--- config.mk ---
export PLATFORM = sky130hd
export DESIGN_NAME = kls_div
export DESIGN_NICKNAME = d
export VERILOG_FILES = /design/src/rtl/kls_div.sv
export SDC_FILE = /design/constraint.sdc
export NUM_CORES = 1
export LEC_CHECK = 0
export BUFFER_PORTS_ARGS = -buffer_cell sky130_fd_sc_hd__buf_2
export CAP_MARGIN = 20
export CORE_UTILIZATION = 58
export CTS_CLUSTER_DIAMETER = 60
export CTS_CLUSTER_SIZE = 8
export DETAILED_ROUTE_END_ITERATION = 8
export PLACE_DENSITY = 0.88
export SYNTH_ARGS = -nofsm -noshare
export SYNTH_HDL_FRONTEND = slang
export SYNTH_SLANG_ARGS = --single-unit
--- constraint.sdc ---
create_clock -name clock -period 3.2 [get_ports clock]
set_input_delay 0.64 -clock clock [delete_from_list [all_inputs] [get_ports clock]]
set_output_delay 0.64 -clock clock [all_outputs]
set_load 0.01 [all_outputs]
--- src/rtl/kls_div.sv ---
// ----------------------------------------------------------------------------
// kls_div: restoring divider
// 32-bit dividend over 32-bit divisor, one quotient bit per cycle; 16-bit result.
// ----------------------------------------------------------------------------
`default_nettype none
module kls_div (
   input  wire logic        clock,
   input  wire logic        reset,
   input  wire logic        start,
   input  wire logic [31:0] num,
   input  wire logic [31:0] den,
   output logic             done,
   output logic [15:0]      quo
);
   logic [32:0] rem_ff, rem_in;
   logic [47:0] num_ff, num_in;
   logic [31:0] den_ff;
   logic [15:0] quo_ff, quo_in;
   logic [5:0]  cnt_ff, cnt_in;
   logic        busy_ff, busy_in, done_ff, done_in;
   logic [32:0] trial;

   // quotient = (num << 16) / den: 48 dividend bits
   always_comb begin
      trial   = {rem_ff[31:0], num_ff[47]} - {1'b0, den_ff};
      rem_in  = rem_ff;
      num_in  = num_ff;
      quo_in  = quo_ff;
      cnt_in  = cnt_ff;
      busy_in = busy_ff;
      done_in = 1'b0;
      if (start) begin
         rem_in  = '0;
         num_in  = {num, 16'd0};
         cnt_in  = 6'd48;
         busy_in = 1'b1;
      end else if (busy_ff) begin
         num_in = {num_ff[46:0], 1'b0};
         if (!trial[32]) begin
            rem_in = trial;
            quo_in = {quo_ff[14:0], 1'b1};
         end else begin
            rem_in = {rem_ff[31:0], num_ff[47]};
            quo_in = {quo_ff[14:0], 1'b0};
         end
         cnt_in = cnt_ff - 6'd1;
         if (cnt_ff == 6'd1) begin
            busy_in = 1'b0;
            done_in = 1'b1;
         end
      end
   end

   always_ff @(posedge clock) begin
      if (reset) begin
         busy_ff <= 1'b0;
         done_ff <= 1'b0;
         cnt_ff  <= '0;
      end else begin
         busy_ff <= busy_in;
         done_ff <= done_in;
         cnt_ff  <= cnt_in;
      end
      rem_ff <= rem_in;
      num_ff <= num_in;
      quo_ff <= quo_in;
      if (start) begin
         den_ff <= den;
      end
   end
   assign done = done_ff;
   assign quo  = quo_ff;
endmodule
`default_nettype wire

==> results of run 1 <==
-- through the flow --
step	hold slack, ps	cell area [um2]	util [%]
final	289	7540	72.4
after global routing	262	7540	72.4
after CTS	269	7480	71.8
after detailed placement	432	6890	66.1
after global placement	427	6890	66.1
after floorplan	453	6300	-
-- Yosys cell counts, drive strengths merged (3+ instances only) --
| cell type | instances |
|---|---|
| a21oi | 27 |
| nor3 | 10 |
| edfxtp | 80 |
| a311oi | 18 |
| xnor2 | 19 |
| nand2b | 5 |
| ha | 34 |
| mux2i | 5 |
| inv | 46 |
| a21o | 9 |
| o21ai | 22 |
| o311ai | 3 |
| dfxtp | 40 |
| clkbuf | 14 |
| nor2 | 44 |
| xor2 | 12 |
| a211oi | 4 |
| and3 | 7 |
| mux2 | 31 |
| o21bai | 3 |
| nand4 | 4 |
| a221oi | 3 |
| a32oi | 6 |
| buf | 10 |
| and2 | 3 |
| o31ai | 5 |
| nand2 | 66 |
| nand3 | 12 |
-- power breakdown --
group / internal (mW) / switching, mW / leakage, nW
combinational: 0.348 / 0.450 / 1.76
sequential: 1.79 / 0.0660 / 1.11
clock: 1.19 / 0.711 / 0.286
-- worst max-delay path, cell delays in order, from the launching register on --
cell and delay [ps]:
sky130_fd_sc_hd__edfxtp_1 360, sky130_fd_sc_hd__inv_1 50, sky130_fd_sc_hd__ha_1 220, sky130_fd_sc_hd__fa_1 410
sky130_fd_sc_hd__nand2b_4 180, sky130_fd_sc_hd__a21oi_4 170, sky130_fd_sc_hd__o21ai_2 100, sky130_fd_sc_hd__a21oi_4 150
sky130_fd_sc_hd__a2111oi_4 100, sky130_fd_sc_hd__o31ai_2 290, sky130_fd_sc_hd__xnor2_2 190, sky130_fd_sc_hd__buf_4 170
sky130_fd_sc_hd__or4b_1 460, sky130_fd_sc_hd__o311ai_1 100
-- cell families (layout without fill, tap and decap cells) --
logic type,after synthesis,count (layout),synth area share [%]
mux,36,36,6.33
xor+xnor,31,31,4.43
buf+inv,70,178,4.78
fa+ha+maj,35,35,7.07
simple gates,165,165,12.0
flops,120,120,50.8
compound gates,122,122,14.6
-- how the worst max path moves through the flow --
stage | startpoint | cells past startpoint | slack [ps] | to
after global placement | num_ff[47] | 14 | 90 | rem_ff[2]
after CTS | num_ff[47] | 13 | 40 | rem_ff[1]
final | num_ff[47] | 13 | 130 | rem_ff[0]
after global routing | den_ff[5] | 13 | -100 | rem_ff[8]
after detailed placement | num_ff[47] | 14 | -70 | rem_ff[7]
after floorplan | num_ff[47] | 13 | 260 | rem_ff[0]
-- repair_timing --
action / CTS / global route
hold buffers: 0 / 0
gates resized for setup: 2 / 8
pin swaps: 0 / 4
setup buffers: 0 / 2
setup endpoints to repair: 16 / 28
-- layer usage --
metal	share of wire [%]	track usage, %	routed length, um
met5	0	0	0
met4	2.0	9.62	267
met3	6.7	8.03	898
met2	50	42.2	6620
met1	42	29.6	5580
-- layout make-up --
class                   instances  area (um2)
flip-flops and latches        120        3200
fillers                       734        2880
multi-input cells             389        2840
repair buffers                100         558
clock buffers                  17         414
clock inverters                15         176
inverters                      46         175
well taps                     136         170
-- flip-flops by register name, indices dropped and copies added (netlist names) --
name	count
busy_ff	1
quo	16
den_ff	32
rem_ff	32
cnt_ff	6
done	1
num_ff	32
==> metrics.txt, run 1 <==
result of the run=finished clean; EDFF count, synth=80; Root Buffer=sky130_fd_sc_hd__clkbuf_8; initial core utilization=60.5%; initial antenna violation count=0; hold depth=1; IO Pins=84; count of state elements after synthesis=120; count of clock tree sinks=120; most used cells in the layout excluding fill and tap cells=82 x sky130_fd_sc_hd__buf_2, 80 x sky130_fd_sc_hd__edfxtp_1, 66 x sky130_fd_sc_hd__nand2_1; Final Hold Viols=0; synthesized instance count=579; post-detail-place hpwl=8980 um; flip-flop cell with the highest count after synthesis=sky130_fd_sc_hd__edfxtp_1; core outline area=0.0104 mm2; aggregate negative setup slack=0 ps; Tightest Pin Transition=941 ps; die area=0.0113 mm2; layout cells sized above 1=26.9%; Final WS setup=128 ps; endpoint class of the critical path=register; most common library cell in the layout ignoring fill and taps=sky130_fd_sc_hd__buf_2; register-to-register setup slack=130 ps; Buffers on Ports=83; cell row count=37; residual DRC count=0; nets@finish=776; mean instance size in the synthesized netlist=10.9 um2; P&R area growth vs syn=19.6%; Hold Startpoint=den[7]; global routing usage summed across all routing layers=25.0%; Max Fclk=0.326 GHz; end of the worst hold path=den_ff[7]; cell count after placement=789; Seq/Total Area, Yosys=50.8%; via count=4,822; Slew HR=37.0%; maximum number of pins on one net before global-route repair=77; crit start category=register; PD cells=604 mW/mm2; number of antenna diodes=0; Max-cap violations=0; clock latency of the later-clocked register in the worst-skew pair=520 ps; fraction of registers with async set or reset after synthesis=0%; depth of the worst register-to-register path=13; clock-pin slew reported for the worst setup and hold paths after clock tree synthesis=60 ps; global-route wire length before repair=21,800 um; worst-case vdd ir drop=0.472 mV; residual antenna-violating net count after detailed routing=0; net count after synthesis=681; number of standard cells in the layout, taps in and fillers out=823; power consumption=4.55 mW; post-synth top area share=38.1%; largest area contributor in the synthesized netlist=sky130_fd_sc_hd__edfxtp_1; violation count after the first detailed-routing iteration=344; netlist area before placement=0.00630 mm2; launch point of the worst reg-to-reg path=num_ff[47]; cell leakage power=3.16 nW; routed wire length per instance=16.2 um; vias in the first global route=4,812; die boundary height=106 um; final routed wirelength across all metal layers=13,400 um; final setup violation count=0; Horiz. Die Dim=106 um; Final Critical Period=3070 ps; clock tree skew after final layout=7.14 ps; number of unique standard cell types used by synthesis=67; number of synthesis warnings=0; dpl ws=-71.1 ps; worst hold path class=input pin to register; TritonCTS clock tree=done; unrepaired setup endpoints after global routing=yes; CP required=3610 ps; dominant cells by area after synthesis=sky130_fd_sc_hd__edfxtp_1 38%, sky130_fd_sc_hd__dfxtp_1 13%, sky130_fd_sc_hd__ha_1 6.8%; TritonRoute pass-1 iters=6; number of clock buffers inserted by TritonCTS=17; final estimated routing congestion in global placement=0.892; fraction of the cycle the final worst path needs=96.0%; maximum level of the CTS H-tree=4; endpoint of the worst register-to-register path=rem_ff[0]; CP max FO=5; post-DR vias/cell=5.86; Max Transition Viols Final=0; worst-case clock buffer depth=2; Arr. time, crit path=3480 ps; category of the most critical setup path=register to register; residual overflow from global routing=0
Note: power is estimated with default switching activity, not from simulation.
==> run 2, diff against run 1 <==
--- a/config.mk
+++ b/config.mk
@@ -6,4 +6,5 @@
 export NUM_CORES = 1
 export LEC_CHECK = 0
+export ABC_AREA = 1
 export BUFFER_PORTS_ARGS = -buffer_cell sky130_fd_sc_hd__buf_2
 export CAP_MARGIN = 20
@@ -12,5 +13,5 @@
 export CTS_CLUSTER_SIZE = 8
 export DETAILED_ROUTE_END_ITERATION = 8
-export PLACE_DENSITY = 0.88
+export PLACE_DENSITY = 0.87
 export SYNTH_ARGS = -nofsm -noshare
 export SYNTH_HDL_FRONTEND = slang
==> constraint.sdc (replaced) <==
create_clock -name clock -period 3.2 [get_ports clock]
set_input_delay 0.64 -clock clock [delete_from_list [all_inputs] [get_ports clock]]
set_output_delay 0.64 -clock clock [all_outputs]
set_load 0.02 [all_outputs]
==> run 2 against run 1 <==
Fmax up 18%; critical endpoint is now rem_ff[18]; non-clock buffer count decreased by 12; first-iteration DRC count up 43%; register-to-register slack better by 460 ps.
==> metrics.txt, run 2 <==
fillcell total=1,075; cell chain of the critical path=ha_1 > fa_1 > inv_1 > nand2_1 > nand2_1 > nand3_1 > nand2_1 > nand2_1 > nand2_2 > nand2_4 > nand2_4 > nand2_2 > nand2_4 > nand2_1 > nand3_1 > nand2_1; crit start category=register; clock latency of the later-clocked register in the worst-skew pair=430 ps; most used cells in the layout excluding fill and tap cells=463 x sky130_fd_sc_hd__nand2_1, 205 x sky130_fd_sc_hd__inv_1, 83 x sky130_fd_sc_hd__buf_2; TritonCTS clock tree=done; Logic pwr share=9.7%; cell with the biggest individual delay on the critical path=sky130_fd_sc_hd__fa_1; maximum level of the CTS H-tree=4; Root Buffer=sky130_fd_sc_hd__clkbuf_16; post-detail-place hpwl=12,100 um; via count=6,578; depth of the worst register-to-register path=16; postcts setup bufs=0; result of the run=finished clean; largest registers=den_ff: 32 flops, num_ff: 32 flops, rem_ff: 32 flops; count of clock tree sinks=120; mean instance size in the synthesized netlist=7.16 um2; residual antenna-violating net count after detailed routing=0; sequential fraction of design power=43.1%; fraction of registers with async set or reset after synthesis=0%; final setup violation count=0; Tightest Pin Transition=640 ps; die boundary height=116 um; number of antenna diodes=0; P&R area growth vs syn=15.5%; cell leakage power=4.80 nW; post-DR vias/cell=4.94; fraction of the cycle the final worst path needs=81.6%; net count after synthesis=1,160; most used standard cells in the synthesized netlist=463 x sky130_fd_sc_hd__nand2_1, 205 x sky130_fd_sc_hd__inv_1, 80 x sky130_fd_sc_hd__edfxtp_1, 48 x sky130_fd_sc_hd__nand3_1, 47 x sky130_fd_sc_hd__nor2_1; violation count after the first detailed-routing iteration=491; synthesized instance count=1,058; Post-CTS Resized=0; residual overflow from global routing=0; Buffers on Ports=83; number of logic stages on the critical path including buffering=16; global-route wire length before repair=28,700 um; flip-flop cell with the highest count after synthesis=sky130_fd_sc_hd__edfxtp_1; vias in the first global route=6,382; Max Transition Viols Final=0; die area=0.0135 mm2; switching share of power=24.8%; Final Hold Viols=0; clock tree skew after final layout=8.31 ps; nets@finish=1,249; hold depth=1; category of the most critical setup path=register to register; clock-pin slew reported for the worst setup and hold paths after clock tree synthesis=60 ps; residual DRC count=0; Largest delay share family, worst path=simple AND/OR/NAND/NOR gates; worst stage delay on the critical path=410 ps; netlist area before placement=0.00758 mm2; Seq/Total Area, Yosys=42.3%; unrepaired setup endpoints after global routing=no; routed wire length per instance=12.8 um; final estimated routing congestion in global placement=0.962; maximum number of pins on one net before global-route repair=52; number of standard cells in the layout, taps in and fillers out=1,332; Final Critical Period=2610 ps; largest area contributor in the synthesized netlist=sky130_fd_sc_hd__edfxtp_1; Horiz. Die Dim=116 um; number of unique standard cell types used by synthesis=41; Arr. time, crit path=2920 ps; number of clock buffers inserted by TritonCTS=17; initial antenna violation count=0; Psw=1.03 mW; fraction of power consumed by the clock network=47.2%; power consumption=4.16 mW; count of state elements after synthesis=120; cell row count=41; endpoint class of the critical path=register; cell count after placement=1,300; global routing usage summed across all routing layers=27.7%; final routed wirelength across all metal layers=17,100 um; post-synth top area share=31.7%; layout cells sized above 1=14.7%; cell internal pwr=3.13 mW; number of synthesis warnings=0; Fin Hold WS=382 ps; total buffers and inverters traversed by the critical path=1; cts hold-fix bufs=0; worst hold path class=input pin to register; PD cells=475 mW/mm2; CP max FO=32; Max Fclk=0.383 GHz; dominant cells by area after synthesis=sky130_fd_sc_hd__edfxtp_1 32%, sky130_fd_sc_hd__nand2_1 23%, sky130_fd_sc_hd__dfxtp_1 11%; end-of-flow core utilization=69.1%; CP required=3510 ps; aggregate negative setup slack=0 ps; most common library cell in the layout ignoring fill and taps=sky130_fd_sc_hd__nand2_1; Slew HR=57.4%; Max-cap violations=0; worst-case vdd ir drop=0.377 mV; IO Pins=84; initial core utilization=59.8%; TritonRoute pass-1 iters=5; EDFF count, synth=80; Critical Path Most Common Cell=sky130_fd_sc_hd__nand2_1; core outline area=0.0127 mm2; most used standard cell by instance count after synthesis=sky130_fd_sc_hd__nand2_1; worst-case clock buffer depth=2
==> run 2: cell count changes after synthesis, sizes merged, moves of 6 or more <==
cell    change
nand2     +417
o21ai      -15
xor2       -10
nand3      +47
a311oi     -18
a21o        -8
nor2        +8
a32oi       -6
inv       +169
a21oi       -8
mux2       -31
==> run 2: per-layer routing <==
metal,GRT usage (%),up-vias,share of wire (%),wire length (um)
met2,47.9,214,49,8450
met4,9.49,0,1.2,209
li1,-,3383,-,-
met3,6.23,28,6.0,1020
met1,34.0,2953,43,7430
met5,0,-,0,0
==> run 2: path summary, 6_finish.rpt <==
check | from | end | slack [ps]
setup / recovery | den_ff[0] | rem_ff[18] | 590
hold / removal | den[28] | den_ff[28] | 380
setup reg to reg | den_ff[0] | rem_ff[18] | 590
hold reg to reg | quo[6] | quo[7] | 450
==> run 2: kinds of logic (layout without fill, tap and decap cells) <==
group / Yosys count / in the layout / share of synthesized area (%)
and+or+nand+nor: 621 / 621 / 35.5
buffers and inverters: 235 / 337 / 12.3
DFF: 120 / 120 / 42.3
adders and majority gates: 35 / 35 / 5.88
AOI/OAI and AO/OA: 31 / 31 / 2.25
xor gates and xnor gates: 16 / 16 / 1.85
==> run 2: through the flow <==
stage                     instance area [um2]  setup WS [ps]
after floorplan                          7580            951
after global placement                   8150            801
after detailed placement                 8150            669
after CTS                                8750            600
after global routing                     8750            360
final                                    8750            590
==> run 2: layout make-up <==
class                   instances  area (um2)  share of cell area [%]
repair buffers                 88         465                    5.32
clock inverters                14         173                    1.97
flip-flops and latches        120        3200                    36.6
multi-input cells             703        3450                    39.5
well taps                     172         215                    2.46
clock buffers                  18         429                    4.90
inverters                     217         815                    9.30
==> run 2: power by group through the flow <==
stage	Clock, mW	Sequential, mW	Combinational (mW)
global route	2.04	1.80	0.459
finish	1.96	1.79	0.405
floorplan	0	1.82	0.262
detailed placement	0	1.82	0.399
global placement	0	1.82	0.389
CTS	1.98	1.79	0.404
