--- config.mk ---
export PLATFORM = sky130hd
export DESIGN_NAME = kls_cell
export DESIGN_NICKNAME = d
export VERILOG_FILES = /design/src/rtl/kls_pkg.sv /design/src/rtl/kls_cell.sv
export SDC_FILE = /design/constraint.sdc
export NUM_CORES = 1
export LEC_CHECK = 0
export BUFFER_PORTS_ARGS = -buffer_cell sky130_fd_sc_hd__buf_2
export CAP_MARGIN = 40
export CORE_AREA = 2 2 168 170
export CTS_CLUSTER_SIZE = 16
export DETAILED_ROUTE_END_ITERATION = 16
export DIE_AREA = 0 0 170 172
export SLEW_MARGIN = 40
export SYNTH_ARGS = -nofsm -noshare
export SYNTH_HDL_FRONTEND = slang
export SYNTH_SLANG_ARGS = --single-unit
export TNS_END_PERCENT = 100
--- constraint.sdc ---
create_clock -name clock -period 6.8 [get_ports clock]
set_clock_uncertainty 0.1 [all_clocks]
set_input_delay 1.02 -clock clock [delete_from_list [all_inputs] [get_ports clock]]
set_output_delay 1.02 -clock clock [all_outputs]
set_load 0.03 [all_outputs]
--- src/rtl/kls_pkg.sv ---
// ----------------------------------------------------------------------------
// kls_pkg: keyframe sampler shared types and constants
// Operation codes, beat payload types and the per-cell key record.
// ----------------------------------------------------------------------------
`default_nettype none
package kls_pkg;
   localparam int MaxKeysDefault = 64;

   typedef enum logic [1:0] {
      OP_CLEAR  = 2'd0,
      OP_APPEND = 2'd1,
      OP_SAMPLE = 2'd2,
      OP_NOP    = 2'd3
   } op_type;

   typedef struct packed {
      logic [1:0]         op;
      logic [15:0]        key_frame;
      logic signed [31:0] val_x;
      logic signed [31:0] val_y;
      logic signed [31:0] val_z;
      logic signed [31:0] val_w;
      logic [31:0]        query_frame;
   } req_type;

   typedef struct packed {
      logic [15:0]        frame_floor;
      logic signed [31:0] out_x;
      logic signed [31:0] out_y;
      logic signed [31:0] out_z;
      logic signed [31:0] out_w;
      logic               table_empty;
   } rsp_type;

   // one keyframe as it travels along the chain
   typedef struct packed {
      logic [15:0]  frame;
      logic [127:0] vals;
   } key_type;
endpackage
`default_nettype wire

--- src/rtl/kls_cell.sv ---
// ----------------------------------------------------------------------------
// kls_cell: one key storage cell
// Holds a key, and hands it to its left neighbour when the ring rotates.
// ----------------------------------------------------------------------------
`default_nettype none
module kls_cell import kls_pkg::*; (
   input  wire logic    clock,
   input  wire logic    load,
   input  wire logic    shift,
   input  wire key_type load_key,
   input  wire key_type right_key,
   output key_type      key
);
   key_type key_ff;

   // load takes priority over rotation
   always_ff @(posedge clock) begin
      if (load) begin
         key_ff <= load_key;
      end else if (shift) begin
         key_ff <= right_key;
      end
   end
   assign key = key_ff;
endmodule
`default_nettype wire

==> results of run 1 <==
[power by group through the flow]
stage / Combinational, mW / Sequential (mW) / Clock [mW]
2_1_floorplan: 0.116 / 1.34 / 0
3_3_place_gp: 0.519 / 1.13 / 0
3_5_place_dp: 0.523 / 1.14 / 0
4_1_cts: 0.524 / 1.12 / 0.938
5_1_grt: 0.548 / 1.13 / 0.979
6_report: 0.516 / 1.12 / 0.902
[worst max path at each step]
stage                     from  endpoint
final                     load   key[47]
after global placement    load   key[30]
after detailed placement  load   key[42]
after CTS                 load   key[42]
after floorplan           load    key[0]
after global routing      load   key[34]
[through the flow]
step / instances / setup slack [ps]
after floorplan: 305 / 1590
after global placement: 1072 / 3380
after detailed placement: 1073 / 3680
after CTS: 1104 / 4140
after global routing: 1104 / 4110
final: 1104 / 4200
[critical path: stages]
cell and delay, ps:
buf_6 430, or2_4 520, buf_12 390
[cell type report]
type / count / area (um^2) / area share
timing repair buffer: 438 / 2240 / 0.239
tap: 346 / 433 / 0.0462
clock buffer: 19 / 433 / 0.0462
sequential: 144 / 4320 / 0.462
multi-input combinational: 145 / 1810 / 0.194
clock inverter: 12 / 120 / 0.0128
[per-layer routing]
layer  part of all wire  track usage  up-vias
li1                   -            -     2088
met1               0.36        0.123     2031
met2               0.52        0.212      263
met3               0.10       0.0492       17
met4              0.014       0.0438        0
met5                  0            0        -
[cell usage in the layout, fill, tap and decap left out, types with 4 or more instances in the layout]
cell type,count
mux2_4,49
buf_2,433
edfxtp_1,144
clkinv_2,4
mux2_2,95
clkbuf_16,17
[kinds of logic (layout without fill, tap and decap cells)]
group | after synthesis | after routing
buf+inv | 16 | 469
flops | 144 | 144
mux | 144 | 144
simple gates | 1 | 1
==> flow_summary.yaml, run 1 <==
run_status:
  status: "finished clean"
routing:
  dr.first_iter.drc_count: 148
  drcViolationCount: 0
  vias: 4399
  avgViaCountPerCell: 3.98
  routed_wl_um: 18000
  dr.pass1.iters: 5
  wire_per_inst_um: 16.3
  ant_nets: 0
worst_hold_path:
  hold_path_depth: 2
  hold_path.class: "primary input to flip-flop"
  hold_end: "key[97]"
  min-delay-start: "load_key[97]"
finish:
  fin_nets: 1037
  fill_cells: 2767
  diodes: 0
  design_area_um2: 9360
  syn2layout_area_growth_pct: 49.6
  postLayoutCoreUtil: 0.341
  largest_reg_flops: 144
  drive_gt1_frac: 0.805
synthesis:
  synth_ff_type: "edfxtp_1"
  synth_top_area_cell: "edfxtp_1"
  synth.avg_cell_area_um2: 20.5
  synthAdderAreaFrac: 0
  syn_area_um2: 6260
  synth_common_cells: "edfxtp_1 (144), mux2_2 (95), mux2_4 (49)"
  ys_seq_area_frac: 0.691
  postSynthNetCount: 596
  yosys-top-cells-area: "edfxtp_1 (69%), mux2_2 (17%), mux2_4 (12%), buf_6 (1.3%), buf_2 (0.72%)"
  synth_xor_area_frac: 0
  synth_simple_gate_area_frac: 0.000999
  async_flop_share: 0
  synth_edf_count: 144
  synth_warnings: 0
  synth.top_cell.area_share: 0.691
  synth_cell_types: 6
  synth_mux_area_frac: 0.288
  synth_compound_area_frac: 0
  synth_most_common_cell: "edfxtp_1"
  ys_ff_latch: 144
  synth_top_family_by_area: "multiplexers"
  syn_inst: 305
floorplanning:
  die_x_um: 170
  num_rows: 61
  design.core.area_um2: 27500
  die_h_um: 172
  dieArea_um2: 29200
  io_pins: 435
  initial_core_util: 0.228
clock_network:
  cts_setup_buffers: 0
  cts_max_level: 4
  clock_tree.buffer_depth: 2
  clk_pin_slew_worst_paths_ps: 60
  cts_tree: "done"
  cts_root_buf: "clkbuf_16"
  cts_inserted_buffers: 17
  post_cts_resized: 0
  clock_sinks: 144
  postCtsHoldBufs: 0
critical_path:
  cp-end-kind: "flip-flop"
  worst-path-max-fanout: 79
  path_class: "primary input to flip-flop"
  cp.required_ps: 6760
  worstPathArrival_ps: 2550
  start_kind: "primary input"
power:
  combPwrFrac: 0.204
  cellLeakagePower_nw: 4.25
  ir_worst_vdd_uv: 108
  intPower_mw: 1.82
  p_clk_frac: 0.356
  swShare: 0.281
  power_frac_seq: 0.441
  p_per_area_nw_per_um2: 271
  p_sw_uw: 712
  fin_total_pwr_mw: 2.53
sta:
  slew_headroom: 0.594
  finalMaxSlewViolations: 0
  tightest_slew_ps: 610
  max_freq_mhz: 385
  hold_viol: 0
  fin_hold_ws_ps: 798
  layout_min_cycle_time_ps: 2600
  fin_setup_tns_ps: 0
  fin_crit_sh: 0.382
  setup_viol: 0
  rsz0062_at_grt: "no"
global_route:
  antenna_found_initial: 0
  grt_pass1_wl_um: 25000
  track_usage: 0.118
  grt_pass1_vias: 4403
  grt_overflow_total: 0
  grt_max_degree: 80
placed_design:
  routabilityCongestion: 0.755
  port_buffers: 434
  placed_area_um2: 8800
  dpl.hpwl_um: 14000
run:
  max_cap_violations: 0
Note: power is estimated with default switching activity, not from simulation.
==> inputs of run 2 (changes only) <==
--- a/config.mk
+++ b/config.mk
@@ -7,10 +7,10 @@
 export LEC_CHECK = 0
 export BUFFER_PORTS_ARGS = -buffer_cell sky130_fd_sc_hd__buf_2
 export CAP_MARGIN = 40
-export CORE_AREA = 2 2 168 170
+export CORE_AREA = 2 2 171 173
 export CTS_CLUSTER_SIZE = 16
 export DETAILED_ROUTE_END_ITERATION = 16
-export DIE_AREA = 0 0 170 172
+export DIE_AREA = 0 0 173 175
 export SLEW_MARGIN = 40
 export SYNTH_ARGS = -nofsm -noshare
 export SYNTH_HDL_FRONTEND = slang
==> constraint.sdc (replaced) <==
create_clock -name clock -period 2.2 [get_ports clock]
set_clock_uncertainty 0.1 [all_clocks]
set_input_delay 0.33 -clock clock [delete_from_list [all_inputs] [get_ports clock]]
set_output_delay 0.33 -clock clock [all_outputs]
set_load 0.03 [all_outputs]
==> run 2 against run 1 <==
Core utilization is 0.50 points lower; sequential share of layout area is 0.83 points lower; count of clock-buffer cells in the layout is 1 lower; final cell count is 4.6% higher; via count is 2.3% higher; routed wire length is 8.1% higher; worst setup slack worse by 3500 ps; combinational power grew to 3.2 times the previous value; design area is 1.8% higher; clock power grew to 3.1 times the previous value; first-iteration DRC count is 2.0% higher; non-clock buffer count is 10 higher; critical path type is now flip-flop to output port.
==> flow_summary.yaml, run 2 (same netlist as run 1, synthesis figures left out) <==
finish:
  drive_gt1_frac: 0.811
  fill_cells: 2877
  syn2layout_area_growth_pct: 52.3
  fin_nets: 1047
  design_area_um2: 9530
  largest_reg_flops: 144
  ff_latch_area_um2: 4320
  fin_cells: 1155
  postLayoutCoreUtil: 0.336
  mostFrequentLayoutCells: "buf_2 (433), edfxtp_1 (144), mux2_2 (95)"
  final_common_cell: "buf_2"
  multi_input_area_um2: 1810
floorplanning:
  io_pins: 435
  design.core.area_um2: 28400
  die_h_um: 175
  die_x_um: 173
  num_rows: 62
  dieArea_um2: 30300
  initial_core_util: 0.220
routing:
  ant_nets: 0
  dr.first_iter.drc_count: 151
  drcViolationCount: 0
  dr.pass1.iters: 4
  vias: 4498
  wire_per_inst_um: 16.9
  routed_wl_um: 19500
  avgViaCountPerCell: 3.89
critical_path:
  worstPathCellList: "buf_2"
  worstPathArrival_ps: 1080
  critPathTopFamily: "flip-flops"
  worst-path-max-fanout: 1
  cp_num_buf_inv: 1
  slowest_stage: "edfxtp_1"
  cp.required_ps: 1770
  cp-end-kind: "output port"
  start_kind: "flip-flop"
  path_class: "flip-flop to output port"
  cp_slowest_stage_delay_ps: 460
sta:
  finalMaxSlewViolations: 0
  rsz0062_at_grt: "no"
  setup_ws_ps: 685
  tightest_slew_ps: 357
  layout_min_cycle_time_ps: 1510
  fin_crit_sh: 0.689
  max_freq_mhz: 660
  setup_viol: 0
  hold_viol: 0
  slew_headroom: 0.762
run_status:
  status: "finished clean"
placed_design:
  dp.cells: 1121
  placed_area_um2: 8980
  dpl.hpwl_um: 15600
  routabilityCongestion: 0.740
  pre_cts_slack_ps: 422
  port_buffers: 434
power:
  cellLeakagePower_nw: 4.32
  p_per_area_nw_per_um2: 822
  ir_worst_vdd_uv: 378
global_route:
  grt_max_degree: 59
  grt_pass1_wl_um: 28100
  track_usage: 0.125
  antenna_found_initial: 4
  grt_pass1_vias: 4786
  grt_overflow_total: 0
clock_network:
  cts_tree: "done"
  cts_max_level: 4
  clock_sinks: 144
  cts_inserted_buffers: 17
  post_cts_resized: 0
  cts_setup_buffers: 0
  clk_pin_slew_worst_paths_ps: 70
  postCtsHoldBufs: 0
  clock_tree.buffer_depth: 2
  cts_root_buf: "clkbuf_16"
worst_hold_path:
  hold_path.class: "primary input to flip-flop"
  min-delay-start: "right_key[41]"
  hold_end: "key[41]"
  hold_path_depth: 2
run:
  max_cap_violations: 0
[run 2: cell count changes in the layout (fill, tap and decap cells not counted), sizes merged]
cell / previous run / this run
buf: 438 / 448
bufinv: 2 / 0
clkbuf: 19 / 18
clkinv: 8 / 3
diode: 0 / 2
inv: 0 / 9
[run 2: worst max path at each step]
stage | start | endpoint | slack (ps) | cells past startpoint
final | key[81] | key[81] | 690 | 1
after global routing | key[81] | key[81] | 650 | 1
after CTS | key[81] | key[81] | 660 | 1
after detailed placement | load | key[3] | 420 | 4
after global placement | load | key[64] | 460 | 4
after floorplan | load | key[0] | -120 | 4
[run 2: final cells by class]
cell class	instances	share of cell area
multi-input cells	145	0.190
flip-flops and latches	144	0.454
repair buffers	448	0.247
clock buffers	18	0.0450
clock inverters	14	0.0127
well taps	384	0.0504
diodes	2	0.000525
[run 2: metal layers]
| metal | global-route usage | vias to the layer above | wire length [um] |
|---|---|---|---|
| met2 | 0.232 | 274 | 10300 |
| met5 | 0 | - | 0 |
| met4 | 0.0364 | 0 | 256 |
| met1 | 0.130 | 2097 | 7050 |
| met3 | 0.0485 | 14 | 1850 |
| li1 | - | 2113 | - |
[run 2: through the flow]
| stage | TNS, ps | power (mW) | hold slack (ps) |
|---|---|---|---|
| finish | 0 | 7.84 | 112 |
| global route | 0 | 8.17 | 79.1 |
| detailed placement | 0 | 5.17 | 533 |
| CTS | 0 | 7.99 | 81.9 |
| floorplan | -16920 | 4.50 | 447 |
| global placement | 0 | 5.14 | 530 |
[run 2: report_power, final]
part	total [mW]	internal, mW	switching [mW]
logic	1.63	0.633	0.999
registers	3.45	3.37	0.0781
clock network	2.76	1.49	1.27
==> inputs of run 3 (changes only) <==
--- a/config.mk
+++ b/config.mk
@@ -7,10 +7,10 @@
 export LEC_CHECK = 0
 export BUFFER_PORTS_ARGS = -buffer_cell sky130_fd_sc_hd__buf_2
 export CAP_MARGIN = 40
-export CORE_AREA = 2 2 171 173
+export CORE_AREA = 2 2 168 170
 export CTS_CLUSTER_SIZE = 16
 export DETAILED_ROUTE_END_ITERATION = 16
-export DIE_AREA = 0 0 173 175
+export DIE_AREA = 0 0 170 172
 export SLEW_MARGIN = 40
 export SYNTH_ARGS = -nofsm -noshare
 export SYNTH_HDL_FRONTEND = slang
==> constraint.sdc (replaced) <==
create_clock -name clock -period 1.5 [get_ports clock]
set_clock_uncertainty 0.1 [all_clocks]
set_input_delay 0.225 -clock clock [delete_from_list [all_inputs] [get_ports clock]]
set_output_delay 0.225 -clock clock [all_outputs]
set_load 0.03 [all_outputs]
==> run 3 against run 2 <==
Global-route usage increased by 0.74 points; sequential share of layout area decreased by 5.8 points; combinational power increased by 67%; final cell count is 9.2% higher; die area fell by 3.4%; core utilization is 6.2 points higher; worst setup slack lost 560 ps; sequential cell count is the same; design area rose by 15%; via count up 12%; hold slack worse by 92 ps; critical path depth unchanged; largest cell class unchanged.
==> flow_summary.yaml, run 3 (same netlist as run 1, synthesis figures left out) <==
finish:
  final_common_cell: "buf_2"
  mostFrequentLayoutCells: "buf_2 (433), edfxtp_1 (144), dlygate4sd3_1 (117)"
  syn2layout_area_growth_pct: 74.7
  drive_gt1_frac: 0.710
  ff_latch_area_um2: 4320
  design_area_um2: 10900
  largest_reg_flops: 144
  fill_cells: 2597
  multi_input_area_um2: 1810
  diodes: 0
  fin_nets: 1193
clock_network:
  clk_pin_slew_worst_paths_ps: 70
  post_cts_resized: 0
  cts_inserted_buffers: 17
  clock_tree.buffer_depth: 2
  cts_max_level: 4
  clock_sinks: 144
  cts_tree: "done"
  cts_root_buf: "clkbuf_16"
worst_hold_path:
  hold_path.class: "primary input to flip-flop"
  hold_path_depth: 2
  hold_end: "key[80]"
  min-delay-start: "right_key[80]"
critical_path:
  start_kind: "flip-flop"
  critPathTopFamily: "flip-flops"
  cp.required_ps: 1170
  cp_num_buf_inv: 1
  path_class: "flip-flop to output port"
  worstPathCellList: "buf_2"
  cp_slowest_stage_delay_ps: 430
  worst-path-max-fanout: 1
  slowest_stage: "edfxtp_1"
  setup.worst_path.start: "key[28]"
  worstPathArrival_ps: 1050
  cp-end-kind: "output port"
sta:
  fin_crit_sh: 0.914
  slew_headroom: 0.811
  hold_viol: 0
  rsz0062_at_grt: "no"
  layout_min_cycle_time_ps: 1370
  tightest_slew_ps: 284
  fin_hold_ws_ps: 20.0
  max_freq_mhz: 729
  setup_viol: 0
  finalMaxSlewViolations: 0
placed_design:
  routabilityCongestion: 0.733
  dpl.hpwl_um: 15000
  port_buffers: 434
  placed_area_um2: 9170
power:
  cellLeakagePower_nw: 4.96
  p_per_area_nw_per_um2: 1110
  ir_worst_vdd_uv: 527
global_route:
  antenna_found_initial: 0
  grt_pass1_wl_um: 28900
  track_usage: 0.132
  grt_pass1_vias: 5381
  grt_max_degree: 29
  grt_overflow_total: 0
floorplanning:
  dieArea_um2: 29200
  die_h_um: 172
  design.core.area_um2: 27500
  initial_core_util: 0.228
  die_x_um: 170
  io_pins: 435
  num_rows: 61
routing:
  dr.pass1.iters: 4
  avgViaCountPerCell: 3.99
  drcViolationCount: 0
  ant_nets: 0
  wire_per_inst_um: 16.4
  routed_wl_um: 20700
  vias: 5037
  dr.first_iter.drc_count: 158
run:
  max_cap_violations: 0
run_status:
  status: "finished clean"
==> run 3: how the worst max path moves through the flow <==
stage               end  slack, ps  depth (start not counted)
2_1_floorplan    key[0]       -710                          4
3_3_place_gp    key[34]         20                          4
3_5_place_dp    key[34]         10                          4
4_1_cts        key[143]        100                          1
5_1_grt        key[143]         80                          1
6_report        key[28]        130                          1
==> run 3: routing by layer <==
| layer | GRT usage | part of all wire | wire length, um |
|---|---|---|---|
| met1 | 0.136 | 0.36 | 7450 |
| met2 | 0.249 | 0.53 | 11000 |
| met3 | 0.0465 | 0.089 | 1840 |
| met4 | 0.0472 | 0.019 | 402 |
| met5 | 0 | 0 | 0 |
==> run 3: area by class of cell <==
type / count / share of cell area
flip-flops and latches: 144 / 0.395
repair buffers: 594 / 0.345
multi-input cells: 145 / 0.166
clock buffers: 19 / 0.0396
well taps: 346 / 0.0396
clock inverters: 13 / 0.0148
==> run 3: power breakdown <==
part	internal [mW]	total (mW)	switching [mW]
Combinational	1.18	2.72	1.53
Sequential	4.94	5.06	0.114
Clock	2.62	4.36	1.74
==> run 3: stage by stage <==
stage	TNS [ps]	total power, mW	utilization	setup slack [ps]	std cells
4_1_cts	0	12.3	0.393	98.8	1248
6_report	0	12.1	0.398	129	1261
2_1_floorplan	-102600	6.60	-	-712	305
3_3_place_gp	0	7.61	0.334	24.2	1112
3_5_place_dp	0	7.63	0.334	14.0	1112
5_1_grt	0	12.6	0.398	84.1	1261
==> run 3: timing repair <==
action / 4_1_cts / 5_1_grt
hold buffers: 104 / 13
hold endpoints to repair: 68 / 11
setup buffers: 0 / 0
